`config.mk`:
```
export PLATFORM = sky130hd
export DESIGN_NAME = sigmoid_neuron_backprop_unit_core
export DESIGN_NICKNAME = d
export VERILOG_FILES = /design/src/rtl/core/snb_pkg.sv /design/src/rtl/core/snb_seq.sv /design/src/rtl/core/snb_dp.sv /design/src/rtl/core/sigmoid_neuron_backprop_unit_core.sv
export SDC_FILE = /design/constraint.sdc
export NUM_CORES = 2
export LEC_CHECK = 0
export BUFFER_PORTS_ARGS = -buffer_cell sky130_fd_sc_hd__buf_2
export CAP_MARGIN = 10
export CELL_PAD_IN_SITES_DETAIL_PLACEMENT = 0
export CELL_PAD_IN_SITES_GLOBAL_PLACEMENT = 1
export CORE_MARGIN = 2
export CORE_UTILIZATION = 53
export CTS_CLUSTER_SIZE = 20
export DETAILED_ROUTE_END_ITERATION = 16
export PLACE_DENSITY_LB_ADDON = 0.25
export RECOVER_POWER = 100
export SLEW_MARGIN = 30
export SYNTH_ARGS = -nofsm -noshare
export SYNTH_HDL_FRONTEND = slang
export SYNTH_HIERARCHICAL = 1
export SYNTH_SLANG_ARGS = --single-unit
```
`constraint.sdc`:
```
create_clock -name clk -period 14.45 [get_ports clk]
set_clock_uncertainty 0.2 [all_clocks]
set_input_delay 1.445 -clock clk [delete_from_list [all_inputs] [get_ports clk]]
set_output_delay 1.445 -clock clk [all_outputs]
set_load 0.03 [all_outputs]
```
`src/rtl/core/snb_pkg.sv`:
```
`default_nettype none

package snb_pkg;

    // neuron size and lookup table size
    localparam int NUM_INPUTS      = 16;
    localparam int SIGMOID_ENTRIES = 256;
    localparam int SLOTS           = NUM_INPUTS + 1;

    // port widths fixed by the item format
    localparam int REQ_W  = 3;
    localparam int SLOT_W = 5;
    localparam int VAL_W  = 16;
    localparam int GAIN_W = 13;

    // derived widths
    localparam int CNT_W    = $clog2(SLOTS);
    localparam int IN_IDX_W = (NUM_INPUTS > 1) ? $clog2(NUM_INPUTS) : 1;
    localparam int IDX_W    = $clog2(SIGMOID_ENTRIES);
    localparam int ENT_W    = $clog2(SIGMOID_ENTRIES + 1);
    localparam int SC_W     = VAL_W + ENT_W;
    localparam int MA_W     = 21;
    localparam int MB_W     = 24;
    localparam int PROD_W   = MA_W + MB_W;
    localparam int TMP_W    = 46;
    localparam int ACC_W    = 40;
    localparam int G_W      = 24;
    localparam int PC_W     = 5;

    // fixed point constants
    localparam logic signed [VAL_W-1:0] BIAS_VALUE = -16'sd4096;
    localparam logic signed [16:0]      Q_ONE      = 17'sd4096;
    localparam logic [63:0]             E_INV_Q32  = 64'd1580030169;

    // request codes
    localparam logic [REQ_W-1:0] REQ_SET_INPUT = 3'd0;
    localparam logic [REQ_W-1:0] REQ_LOAD      = 3'd1;
    localparam logic [REQ_W-1:0] REQ_ACTIVATE  = 3'd2;
    localparam logic [REQ_W-1:0] REQ_DELTA     = 3'd3;
    localparam logic [REQ_W-1:0] REQ_BACKPROP  = 3'd4;
    localparam logic [REQ_W-1:0] REQ_UPDATE    = 3'd5;
    localparam logic [REQ_W-1:0] REQ_READ      = 3'd6;

    // multiplier operand a sources
    localparam logic [2:0] MA_IN   = 3'd0;
    localparam logic [2:0] MA_ACT  = 3'd1;
    localparam logic [2:0] MA_OMT  = 3'd2;
    localparam logic [2:0] MA_OPV  = 3'd3;
    localparam logic [2:0] MA_BPLO = 3'd4;
    localparam logic [2:0] MA_BPHI = 3'd5;
    localparam logic [2:0] MA_GAIN = 3'd6;

    // multiplier operand b sources
    localparam logic [2:0] MB_WGT = 3'd0;
    localparam logic [2:0] MB_OMO = 3'd1;
    localparam logic [2:0] MB_G   = 3'd2;
    localparam logic [2:0] MB_DW  = 3'd3;
    localparam logic [2:0] MB_WMP = 3'd4;

    // scratch register operations
    localparam logic [2:0] TMP_HOLD = 3'd0;
    localparam logic [2:0] TMP_CLR  = 3'd1;
    localparam logic [2:0] TMP_LOAD = 3'd2;
    localparam logic [2:0] TMP_ACC  = 3'd3;
    localparam logic [2:0] TMP_BP   = 3'd4;
    localparam logic [2:0] TMP_HI   = 3'd5;
    localparam logic [2:0] TMP_MOM  = 3'd6;

    // result sources
    localparam logic [2:0] RS_ZERO   = 3'd0;
    localparam logic [2:0] RS_ROM    = 3'd1;
    localparam logic [2:0] RS_PROD24 = 3'd2;
    localparam logic [2:0] RS_TMP16  = 3'd3;
    localparam logic [2:0] RS_WRD    = 3'd4;

    // next step selection
    localparam logic [1:0] NX_INC    = 2'd0;
    localparam logic [1:0] NX_LOOP   = 2'd1;
    localparam logic [1:0] NX_JNLAST = 2'd2;

    // program step addresses
    localparam logic [PC_W-1:0] UC_FINISH  = 5'd0;
    localparam logic [PC_W-1:0] UC_SET     = 5'd1;
    localparam logic [PC_W-1:0] UC_LOAD    = 5'd2;
    localparam logic [PC_W-1:0] UC_READ    = 5'd3;
    localparam logic [PC_W-1:0] UC_UPD     = 5'd4;
    localparam logic [PC_W-1:0] UC_UPD_MOM = 5'd5;
    localparam logic [PC_W-1:0] UC_UPD_WR  = 5'd6;
    localparam logic [PC_W-1:0] UC_ACT     = 5'd7;
    localparam logic [PC_W-1:0] UC_ACT_MAC = 5'd8;
    localparam logic [PC_W-1:0] UC_ACT_END = 5'd9;
    localparam logic [PC_W-1:0] UC_ACT_IDX = 5'd10;
    localparam logic [PC_W-1:0] UC_ACT_ROM = 5'd11;
    localparam logic [PC_W-1:0] UC_DELTA   = 5'd12;
    localparam logic [PC_W-1:0] UC_DLT_G   = 5'd13;
    localparam logic [PC_W-1:0] UC_DLT_MUL = 5'd14;
    localparam logic [PC_W-1:0] UC_DLT_OUT = 5'd15;
    localparam logic [PC_W-1:0] UC_BACK    = 5'd16;
    localparam logic [PC_W-1:0] UC_BK_ADD  = 5'd17;
    localparam logic [PC_W-1:0] UC_BK_WR   = 5'd18;
    localparam logic [PC_W-1:0] UC_BK_GMUL = 5'd19;
    localparam logic [PC_W-1:0] UC_BK_G    = 5'd20;
    localparam logic [PC_W-1:0] UC_BK_LO   = 5'd21;
    localparam logic [PC_W-1:0] UC_BK_HI   = 5'd22;
    localparam logic [PC_W-1:0] UC_BK_SUM  = 5'd23;
    localparam logic [PC_W-1:0] UC_BK_OUT  = 5'd24;

    // one control word
    typedef struct packed {
        logic [2:0]      mul_a;
        logic [2:0]      mul_b;
        logic [2:0]      tmp_op;
        logic            wr_in;
        logic            wr_load;
        logic            wr_upd;
        logic            wr_g;
        logic            wr_idx;
        logic            wr_act;
        logic            wr_bp;
        logic            clr_bp;
        logic            cnt_inc;
        logic            addr_cnt;
        logic [2:0]      res_sel;
        logic            fin;
        logic [1:0]      nxt;
        logic [PC_W-1:0] target;
    } uword_t;

    // datapath conditions seen by the sequencer
    typedef struct packed {
        logic cnt_end;
        logic last;
    } cond_t;

    // request transfer info from the sequencer
    typedef struct packed {
        logic accept;
        logic bad;
    } disp_t;

    typedef logic signed [VAL_W-1:0] sig_rom_t [SIGMOID_ENTRIES];

    // saturation helpers
    function automatic logic signed [VAL_W-1:0] sat16(input logic signed [TMP_W-1:0] v);
        logic signed [TMP_W-1:0] hi;
        logic signed [TMP_W-1:0] lo;
        hi = TMP_W'(32767);
        lo = TMP_W'(-32768);
        if (v > hi)
            return 16'sh7fff;
        else if (v < lo)
            return 16'sh8000;
        else
            return v[VAL_W-1:0];
    endfunction

    function automatic logic signed [ACC_W-1:0] sat40(input logic signed [TMP_W-1:0] v);
        logic signed [TMP_W-1:0] hi;
        logic signed [TMP_W-1:0] lo;
        hi = TMP_W'(64'sh7f_ffff_ffff);
        lo = TMP_W'(-64'sh80_0000_0000);
        if (v > hi)
            return {1'b0, {(ACC_W-1){1'b1}}};
        else if (v < lo)
            return {1'b1, {(ACC_W-1){1'b0}}};
        else
            return v[ACC_W-1:0];
    endfunction

    // slot range check per request
    function automatic logic slot_bad(input logic [REQ_W-1:0] req,
                                      input logic [SLOT_W-1:0] slot);
        logic bad;
        case (req)
            REQ_SET_INPUT: bad = (slot >= SLOT_W'(NUM_INPUTS));
            REQ_LOAD,
            REQ_UPDATE,
            REQ_READ:      bad = (slot > SLOT_W'(NUM_INPUTS));
            default:       bad = 1'b0;
        endcase
        return bad;
    endfunction

    // dispatch table: first step of each request
    function automatic logic [PC_W-1:0] uc_entry(input logic [REQ_W-1:0] req,
                                                 input logic [SLOT_W-1:0] slot);
        logic [PC_W-1:0] e;
        case (req)
            REQ_SET_INPUT: e = UC_SET;
            REQ_LOAD:      e = UC_LOAD;
            REQ_ACTIVATE:  e = UC_ACT;
            REQ_DELTA:     e = UC_DELTA;
            REQ_BACKPROP:  e = UC_BACK;
            REQ_UPDATE:    e = UC_UPD;
            REQ_READ:      e = UC_READ;
            default:       e = UC_FINISH;
        endcase
        if (slot_bad(req, slot))
            e = UC_FINISH;
        return e;
    endfunction

    // control store
    function automatic uword_t uc_rom(input logic [PC_W-1:0] pc);
        uword_t u;
        u = '0;
        case (pc)
            UC_FINISH: begin
                u.fin = 1'b1;
            end
            UC_SET: begin
                u.wr_in = 1'b1;
                u.fin   = 1'b1;
            end
            UC_LOAD: begin
                u.wr_load = 1'b1;
                u.fin     = 1'b1;
            end
            UC_READ: begin
                u.res_sel = RS_WRD;
                u.fin     = 1'b1;
            end
            UC_UPD: begin
                u.mul_a = MA_GAIN;
                u.mul_b = MB_WMP;
            end
            UC_UPD_MOM: begin
                u.tmp_op = TMP_MOM;
            end
            UC_UPD_WR: begin
                u.wr_upd = 1'b1;
                u.fin    = 1'b1;
            end
            UC_ACT: begin
                u.addr_cnt = 1'b1;
                u.mul_a    = MA_IN;
                u.mul_b    = MB_WGT;
                u.cnt_inc  = 1'b1;
                u.tmp_op   = TMP_CLR;
            end
            UC_ACT_MAC: begin
                u.addr_cnt = 1'b1;
                u.mul_a    = MA_IN;
                u.mul_b    = MB_WGT;
                u.cnt_inc  = 1'b1;
                u.tmp_op   = TMP_ACC;
                u.nxt      = NX_LOOP;
                u.target   = UC_ACT_MAC;
            end
            UC_ACT_END: begin
                u.tmp_op = TMP_ACC;
            end
            UC_ACT_IDX: begin
                u.wr_idx = 1'b1;
            end
            UC_ACT_ROM: begin
                u.wr_act  = 1'b1;
                u.res_sel = RS_ROM;
                u.fin     = 1'b1;
            end
            UC_DELTA: begin
                u.mul_a = MA_ACT;
                u.mul_b = MB_OMO;
            end
            UC_DLT_G: begin
                u.wr_g = 1'b1;
            end
            UC_DLT_MUL: begin
                u.mul_a = MA_OMT;
                u.mul_b = MB_G;
            end
            UC_DLT_OUT: begin
                u.res_sel = RS_PROD24;
                u.fin     = 1'b1;
            end
            UC_BACK: begin
                u.mul_a = MA_OPV;
                u.mul_b = MB_DW;
            end
            UC_BK_ADD: begin
                u.tmp_op = TMP_BP;
            end
            UC_BK_WR: begin
                u.wr_bp  = 1'b1;
                u.nxt    = NX_JNLAST;
                u.target = UC_FINISH;
            end
            UC_BK_GMUL: begin
                u.mul_a = MA_ACT;
                u.mul_b = MB_OMO;
            end
            UC_BK_G: begin
                u.wr_g = 1'b1;
            end
            UC_BK_LO: begin
                u.mul_a = MA_BPLO;
                u.mul_b = MB_G;
            end
            UC_BK_HI: begin
                u.tmp_op = TMP_LOAD;
                u.mul_a  = MA_BPHI;
                u.mul_b  = MB_G;
            end
            UC_BK_SUM: begin
                u.tmp_op = TMP_HI;
                u.clr_bp = 1'b1;
            end
            UC_BK_OUT: begin
                u.res_sel = RS_TMP16;
                u.fin     = 1'b1;
            end
            default: begin
                u.fin = 1'b1;
            end
        endcase
        return u;
    endfunction

    // shift-subtract divider, evaluated only while building the sigmoid table
    function automatic logic [63:0] udiv64(input logic [63:0] a, input logic [63:0] b);
        logic [63:0] q;
        logic [63:0] rem;
        q   = '0;
        rem = '0;
        for (int i = 63; i >= 0; i--) begin
            rem = {rem[62:0], a[i]};
            if (rem >= b) begin
                rem  = rem - b;
                q[i] = 1'b1;
            end
        end
        return q;
    endfunction

    // sigmoid at one Q12 point: taylor exp(-r) times e^-n, then 1/(1+e^-x)
    function automatic logic signed [VAL_W-1:0] sig_point(input logic signed [31:0] p);
        logic [63:0] t;
        logic [63:0] n;
        logic [63:0] r;
        logic [63:0] term;
        logic [63:0] v;
        logic [63:0] d;
        logic [63:0] num;
        logic [63:0] q;
        t    = (p < 0) ? 64'(-p) : 64'(p);
        n    = t >> 12;
        r    = t & 64'd4095;
        term = 64'd1 << 32;
        v    = term;
        for (int i = 1; i <= 12; i++) begin
            term = udiv64(term * r, 64'(4096 * i));
            if ((i % 2) == 1)
                v = v - term;
            else
                v = v + term;
        end
        for (int j = 0; j < 8; j++) begin
            if (64'(j) < n)
                v = (v * E_INV_Q32) >> 32;
        end
        d = (64'd1 << 32) + v;
        if (p >= 0)
            num = (64'd4096 << 32) + (d >> 1);
        else
            num = 64'd4096 * v + (d >> 1);
        q = udiv64(num, d);
        return q[VAL_W-1:0];
    endfunction

    function automatic sig_rom_t sig_rom_build();
        sig_rom_t rom;
        logic signed [31:0] p;
        for (int k = 0; k < SIGMOID_ENTRIES; k++) begin
            p      = 32'((k * 65536) / SIGMOID_ENTRIES) - 32'sd32768;
            rom[k] = sig_point(p);
        end
        return rom;
    endfunction

    // sigmoid table over [-8, 8)
    localparam sig_rom_t SIG_ROM = sig_rom_build();

endpackage

`default_nettype wire

```
`src/rtl/core/snb_seq.sv`:
```
`default_nettype none

module snb_seq (
    input  logic                        clk,
    input  logic                        rst_n,
    input  logic                        start,
    input  logic [snb_pkg::REQ_W-1:0]   req_type,
    input  logic [snb_pkg::SLOT_W-1:0]  slot_index,
    input  snb_pkg::cond_t              cond,
    output logic                        busy,
    output snb_pkg::uword_t             uw,
    output snb_pkg::disp_t              disp
);
    import snb_pkg::*;

    logic [PC_W-1:0] pc_reg;
    logic [PC_W-1:0] pc_next;
    logic            busy_reg;
    logic            busy_next;
    uword_t          rom_word;

    // control word fetch, null while idle
    assign rom_word = uc_rom(pc_reg);
    assign uw       = busy_reg ? rom_word : '0;

    // request transfer and dispatch
    assign disp.accept = start & ~busy_reg;
    assign disp.bad    = slot_bad(req_type, slot_index);
    assign busy        = busy_reg;

    // step counter and conditional jumps
    always_comb
    begin
        pc_next   = pc_reg;
        busy_next = busy_reg;
        if (disp.accept)
        begin
            pc_next   = uc_entry(req_type, slot_index);
            busy_next = 1'b1;
        end
        else if (busy_reg)
        begin
            if (uw.fin)
                busy_next = 1'b0;
            case (uw.nxt)
                NX_INC:    pc_next = pc_reg + 1'b1;
                NX_LOOP:   pc_next = cond.cnt_end ? pc_reg + 1'b1 : uw.target;
                NX_JNLAST: pc_next = cond.last ? pc_reg + 1'b1 : uw.target;
                default:   pc_next = pc_reg + 1'b1;
            endcase
        end
    end

    always_ff @(posedge clk or negedge rst_n)
    begin
        if (!rst_n)
        begin
            pc_reg   <= UC_FINISH;
            busy_reg <= 1'b0;
        end
        else
        begin
            pc_reg   <= pc_next;
            busy_reg <= busy_next;
        end
    end

endmodule

`default_nettype wire

```
`src/rtl/core/snb_dp.sv`:
```
`default_nettype none

module snb_dp (
    input  logic                               clk,
    input  logic                               rst_n,
    input  logic                               cfg_we,
    input  logic [snb_pkg::GAIN_W-1:0]         cfg_wdata,
    input  logic [snb_pkg::SLOT_W-1:0]         slot_index,
    input  logic signed [snb_pkg::VAL_W-1:0]   operand_value,
    input  logic signed [snb_pkg::VAL_W-1:0]   downstream_weight,
    input  logic                               last_term,
    input  snb_pkg::uword_t                    uw,
    input  snb_pkg::disp_t                     disp,
    output snb_pkg::cond_t                     cond,
    output logic signed [snb_pkg::VAL_W-1:0]   result_value,
    output logic                               status,
    output logic                               done
);
    import snb_pkg::*;

    // stores
    logic signed [VAL_W-1:0] in_store_reg [NUM_INPUTS];
    logic signed [VAL_W-1:0] w_store_reg  [SLOTS];
    logic signed [VAL_W-1:0] p_store_reg  [SLOTS];

    // neuron state and config
    logic signed [VAL_W-1:0]  act_reg;
    logic signed [ACC_W-1:0]  bp_reg;
    logic [GAIN_W-1:0]        gain_reg;

    // latched request
    logic [SLOT_W-1:0]        slot_reg;
    logic signed [VAL_W-1:0]  opv_reg;
    logic signed [VAL_W-1:0]  dw_reg;
    logic                     last_reg;
    logic                     bad_reg;

    // working registers
    logic [CNT_W-1:0]         cnt_reg;
    logic signed [PROD_W-1:0] prod_reg;
    logic signed [TMP_W-1:0]  tmp_reg;
    logic signed [TMP_W-1:0]  tmp_next;
    logic signed [G_W-1:0]    g_reg;
    logic [IDX_W-1:0]         idx_reg;
    logic [IDX_W-1:0]         idx_next;

    // result registers
    logic signed [VAL_W-1:0]  res_reg;
    logic signed [VAL_W-1:0]  res_next;
    logic                     stat_reg;
    logic                     done_reg;

    logic [CNT_W-1:0]         w_idx;
    logic signed [VAL_W-1:0]  in_rd;
    logic signed [VAL_W-1:0]  w_rd;
    logic signed [VAL_W-1:0]  p_rd;
    logic signed [VAL_W-1:0]  rom_rd;
    logic signed [16:0]       o_minus_t;
    logic signed [16:0]       one_minus_o;
    logic signed [16:0]       w_minus_p;
    logic signed [MA_W-1:0]   mul_a;
    logic signed [MB_W-1:0]   mul_b;
    logic signed [TMP_W-1:0]  prod_ext;
    logic signed [VAL_W-1:0]  s_sat;
    logic [VAL_W-1:0]         s_off;
    logic [SC_W-1:0]          scaled;

    // store reads
    assign w_idx  = uw.addr_cnt ? cnt_reg : slot_reg[CNT_W-1:0];
    assign in_rd  = (cnt_reg == CNT_W'(NUM_INPUTS)) ? BIAS_VALUE
                                                    : in_store_reg[cnt_reg[IN_IDX_W-1:0]];
    assign w_rd   = w_store_reg[w_idx];
    assign p_rd   = p_store_reg[w_idx];
    assign rom_rd = SIG_ROM[idx_reg];

    // operand differences
    assign o_minus_t   = 17'(act_reg) - 17'(opv_reg);
    assign one_minus_o = Q_ONE - 17'(act_reg);
    assign w_minus_p   = 17'(w_rd) - 17'(p_rd);

    // multiplier operand selection
    always_comb
    begin
        case (uw.mul_a)
            MA_IN:   mul_a = MA_W'(in_rd);
            MA_ACT:  mul_a = MA_W'(act_reg);
            MA_OMT:  mul_a = MA_W'(o_minus_t);
            MA_OPV:  mul_a = MA_W'(opv_reg);
            MA_BPLO: mul_a = {1'b0, bp_reg[19:0]};
            MA_BPHI: mul_a = MA_W'(signed'(bp_reg[ACC_W-1:20]));
            MA_GAIN: mul_a = {{(MA_W-GAIN_W){1'b0}}, gain_reg};
            default: mul_a = '0;
        endcase
        case (uw.mul_b)
            MB_WGT:  mul_b = MB_W'(w_rd);
            MB_OMO:  mul_b = MB_W'(one_minus_o);
            MB_G:    mul_b = g_reg;
            MB_DW:   mul_b = MB_W'(dw_reg);
            MB_WMP:  mul_b = MB_W'(w_minus_p);
            default: mul_b = '0;
        endcase
    end

    assign prod_ext = TMP_W'(prod_reg);

    // scratch register update
    always_comb
    begin
        case (uw.tmp_op)
            TMP_HOLD: tmp_next = tmp_reg;
            TMP_CLR:  tmp_next = '0;
            TMP_LOAD: tmp_next = prod_ext;
            TMP_ACC:  tmp_next = tmp_reg + prod_ext;
            TMP_BP:   tmp_next = TMP_W'(bp_reg) + prod_ext;
            TMP_HI:   tmp_next = prod_ext + (tmp_reg >>> 20);
            TMP_MOM:  tmp_next = TMP_W'(w_rd) + TMP_W'(opv_reg) + (prod_ext >>> 12);
            default:  tmp_next = tmp_reg;
        endcase
    end

    // table index from the saturated sum
    assign s_sat    = sat16(tmp_reg >>> 12);
    assign s_off    = {~s_sat[VAL_W-1], s_sat[VAL_W-2:0]};
    assign scaled   = SC_W'(s_off) * SC_W'(SIGMOID_ENTRIES);
    assign idx_next = scaled[VAL_W +: IDX_W];

    // result selection
    always_comb
    begin
        case (uw.res_sel)
            RS_ZERO:   res_next = '0;
            RS_ROM:    res_next = rom_rd;
            RS_PROD24: res_next = sat16(prod_ext >>> 24);
            RS_TMP16:  res_next = sat16(tmp_reg >>> 16);
            RS_WRD:    res_next = w_rd;
            default:   res_next = '0;
        endcase
    end

    assign cond.cnt_end = (cnt_reg == CNT_W'(SLOTS - 1));
    assign cond.last    = last_reg;

    // request payload and working registers
    always_ff @(posedge clk)
    begin
        if (disp.accept)
        begin
            slot_reg <= slot_index;
            opv_reg  <= operand_value;
            dw_reg   <= downstream_weight;
            last_reg <= last_term;
        end
        prod_reg <= mul_a * mul_b;
        tmp_reg  <= tmp_next;
        if (uw.wr_g)
            g_reg <= prod_reg[G_W-1:0];
        if (uw.wr_idx)
            idx_reg <= idx_next;
        if (uw.fin)
        begin
            res_reg  <= res_next;
            stat_reg <= bad_reg;
        end
    end

    // weight and previous weight stores
    always_ff @(posedge clk)
    begin
        if (uw.wr_load)
        begin
            w_store_reg[w_idx] <= opv_reg;
            p_store_reg[w_idx] <= opv_reg;
        end
        else if (uw.wr_upd)
        begin
            w_store_reg[w_idx] <= sat16(tmp_reg);
            p_store_reg[w_idx] <= w_rd;
        end
    end

    // control and neuron state
    always_ff @(posedge clk or negedge rst_n)
    begin
        if (!rst_n)
        begin
            for (int k = 0; k < NUM_INPUTS; k++)
                in_store_reg[k] <= '0;
            act_reg  <= '0;
            bp_reg   <= '0;
            gain_reg <= '0;
            cnt_reg  <= '0;
            bad_reg  <= 1'b0;
            done_reg <= 1'b0;
        end
        else
        begin
            if (cfg_we)
                gain_reg <= cfg_wdata;
            if (uw.wr_in)
                in_store_reg[slot_reg[IN_IDX_W-1:0]] <= opv_reg;
            if (uw.wr_act)
                act_reg <= rom_rd;
            if (uw.clr_bp)
                bp_reg <= '0;
            else if (uw.wr_bp)
                bp_reg <= sat40(tmp_reg);
            if (disp.accept)
            begin
                cnt_reg <= '0;
                bad_reg <= disp.bad;
            end
            else if (uw.cnt_inc)
                cnt_reg <= cnt_reg + 1'b1;
            done_reg <= uw.fin;
        end
    end

    assign result_value = res_reg;
    assign status       = stat_reg;
    assign done         = done_reg;

endmodule

`default_nettype wire

```
`src/rtl/core/sigmoid_neuron_backprop_unit_core.sv`:
```
// steps: done strobes after the last step of the request; steps per request:
//   write input, load weight, read weight, bad slot: 1; update weight: 3;
//   output delta: 4; backprop term: 4, final term 9; activate: NUM_INPUTS + 4
// one request at a time: start is not taken while busy; all steps share the single
//   multiplier stepped by the microprogram, one product per cycle; results cannot be stalled
// reset: asynchronous active low, clears inputs, activation, delta sum and gain
`default_nettype none

module sigmoid_neuron_backprop_unit_core (
    input  logic                               clk,
    input  logic                               rst_n,
    input  logic                               start,
    output logic                               busy,
    input  logic [snb_pkg::REQ_W-1:0]          req_type,
    input  logic [snb_pkg::SLOT_W-1:0]         slot_index,
    input  logic signed [snb_pkg::VAL_W-1:0]   operand_value,
    input  logic signed [snb_pkg::VAL_W-1:0]   downstream_weight,
    input  logic                               last_term,
    input  logic                               cfg_we,
    input  logic [snb_pkg::GAIN_W-1:0]         cfg_wdata,
    output logic                               done,
    output logic signed [snb_pkg::VAL_W-1:0]   result_value,
    output logic                               status
);
    import snb_pkg::*;

    uword_t uw;
    cond_t  cond;
    disp_t  disp;

    // sequencer
    snb_seq u_seq (
        .clk        (clk),
        .rst_n      (rst_n),
        .start      (start),
        .req_type   (req_type),
        .slot_index (slot_index),
        .cond       (cond),
        .busy       (busy),
        .uw         (uw),
        .disp       (disp)
    );

    // datapath
    snb_dp u_dp (
        .clk               (clk),
        .rst_n             (rst_n),
        .cfg_we            (cfg_we),
        .cfg_wdata         (cfg_wdata),
        .slot_index        (slot_index),
        .operand_value     (operand_value),
        .downstream_weight (downstream_weight),
        .last_term         (last_term),
        .uw                (uw),
        .disp              (disp),
        .cond              (cond),
        .result_value      (result_value),
        .status            (status),
        .done              (done)
    );

    // a result strobe comes exactly when the sequencer goes idle
    a_done_idle: assert property (@(posedge clk) disable iff (!rst_n)
        done |-> !busy)
        else $error("result strobe while busy");

    a_fell_done: assert property (@(posedge clk) disable iff (!rst_n)
        $fell(busy) |-> done)
        else $error("sequencer finished without a result");

    // every request takes at least one step
    a_start_busy: assert property (@(posedge clk) disable iff (!rst_n)
        (start && !busy) |=> (busy && !done))
        else $error("start transfer not followed by a busy step");

endmodule

`default_nettype wire

```
==> impl_metrics.yaml <==
status:
  status: "complete, but fails checks"
  violations: "max-capacitance violations, max-slew violations"
drt:
  vias: 54700
  detail_route.wl_per_cell_um: 29.3
  first_iter_violations: 7071
  vias_per_cell: 6.47
  drcViolationCount: 0
  routed_wl_um: 248000
  first_pass_iters: 6
  antenna_left: 0
die:
  initial_core_util_pct: 53.3
  die_x_um: 376
  die_y_um: 376
  rows: 136
  core_area_um2: 137000
  dieArea_um2: 141000
  pin_count: 77
grt:
  grt_pass1_wl_um: 366000
  grt_start_max_net_pins: 120
  overflow: 0
  grt_pass1_vias: 54500
  antenna_found_initial: 19
  grt_usage_pct: 35.3
sta:
  maxSlewViolCount: 1288
  setup_violations: 0
  fin_crit_ns: 13.87
  hold_viol: 0
  fin_crit_sh_pct: 96.0
  worst_slew_pin_slew_ns: 4.19
  slew_headroom_pct: -179
  fmax_mhz: 72.1
finish:
  stdcell_area_um2: 79800
  area_growth_pct: 8.98
  fill_cells: 11400
  drive_above_1_share_pct: 13.5
  final_nets: 7416
worst_hold_path:
  hp-start: "u_dp/bad_reg"
  hold_class: "reg -> reg"
  min_path_cells: 0
  worstHoldEndpoint: "u_dp/status"
worst_setup_path:
  crit_family: "adder cells"
  cp_max_fo: 26
  cp-start-kind: "flop"
  worst-path-buf-inv: 12
  rr_worst_depth: 44
  crit_slowest_cell: "a21oi_2"
  r2r_end: "u_dp/prod_reg[42]"
  reg2reg_slack_ns: 0.58
  crit_type: "reg -> reg"
  crit_required_ns: 14.87
  critPathMaxStageDelay_ns: 0.73
  cp.arrival_ns: 14.29
  rr_startpoint: "u_seq/pc_reg[0]"
  end_kind: "flop"
cts:
  cts_tree: "built"
  worstSkewPairLatency_ns: 0.81
  path_clk_slew_ns: 0.06
  cts-root-buf: "clkbuf_16"
  cts_buffer_depth: 3
  numCtsBuffers: 110
  h-tree-depth: 3
  clock_sinks: 1056
logic_synthesis:
  syn_area_um2: 73200
  ys_warn_count: 6
  syn_inst: 6531
  syn_nets: 7390
  syn_avg_cell_area_um2: 11.2
place:
  port_buffers: 76
  dpl.hpwl_um: 177000
  gp_congestion: 1.01
  place_area_um2: 76400
job:
  drv_cap: 45
## placed cells by master (no fill, tap or decap), types with 44 or more instances in the layout
master       n
o21a_1      44
buf_4      152
ha_1       248
clkbuf_16  112
o22ai_1     61
dfrtp_1    331
xor2_1      59
clkbuf_1   121
edfxtp_1   677
nor2_1     359
a22oi_1     90
fa_1       553
dfxtp_1     45
and2_1      79
mux2i_1     92
buf_2       48
nand2_1    529
o21ai_0    356
nand2b_1    48
mux2_2     231
o21ai_1     64
mux4_2     192
nor3_1     103
a21o_1      71
inv_1      685
nand3_1     86
xnor2_1     95
a21oi_1    443
## layer usage
layer  share of wire [%]  global-route usage, %  routed length, um  up-vias
met5               0.051                      0                126        -
met4                 4.9                   14.8              12100       20
met3                  11                   8.93              28100      623
met2                  44                   52.8             109000     3146
met1                  40                   49.4              98700    27700
li1                    -                      -                  -    23200
## stage by stage
| stage | setup slack [ns] | hold WS [ns] | cells | setup TNS [ns] | utilization [%] |
|---|---|---|---|---|---|
| CTS | 0.715 | 0.256 | 8443 | 0 | 58.4 |
| floorplan | 1.85 | 0.221 | 6531 | 0 | - |
| finish | 0.577 | 0.260 | 8455 | 0 | 58.1 |
| detailed placement | 0.729 | 0.236 | 8235 | 0 | 55.6 |
| global route | -0.0103 | 0.269 | 8447 | -0.0103 | 58.1 |
| global placement | 0.930 | 0.235 | 8235 | 0 | 55.6 |
## worst reg2reg max path, delay by kind of cell, from the launching register on
kind            cells  cell delay, ns
simple gates        6            1.85
buf+inv            12            2.31
xor+xnor            1            0.16
mux                 1            0.39
fa+ha+maj          10            4.38
compound gates     14            4.11
flops               1            0.41
## layout make-up
cell class / instances / area [um2] / area share, %
Multi-Input combinational cell: 4390 / 39600 / 49.6
Tap cell: 1794 / 2240 / 2.81
Antenna cell: 8 / 20.0 / 0.0251
Sequential cell: 1056 / 29600 / 37.1
Clock buffer: 140 / 3000 / 3.76
Clock inverter: 68 / 845 / 1.06
Timing Repair Buffer: 308 / 1880 / 2.36
Inverter: 691 / 2590 / 3.25
## how the worst max path moves through the flow
stage                         start                end  cells after the start
floorplan           u_seq/pc_reg[1]  u_dp/prod_reg[43]                     52
global placement    u_seq/pc_reg[0]  u_dp/prod_reg[42]                     44
detailed placement  u_seq/pc_reg[0]  u_dp/prod_reg[42]                     44
CTS                 u_seq/pc_reg[0]  u_dp/prod_reg[42]                     44
global route        u_seq/pc_reg[1]  u_dp/prod_reg[43]                     44
finish              u_seq/pc_reg[0]  u_dp/prod_reg[42]                     44
## repair_timing
item                                    4_1_cts  5_1_grt
gates resized for setup                       0        2
setup buffers                                 0        0
hold buffers                                  0        0
endpoints found under the setup margin        0        4
Power is left out: the tool's default activity adds up to more than one toggle a clock period on the data nets, which glitch-free logic cannot reach.
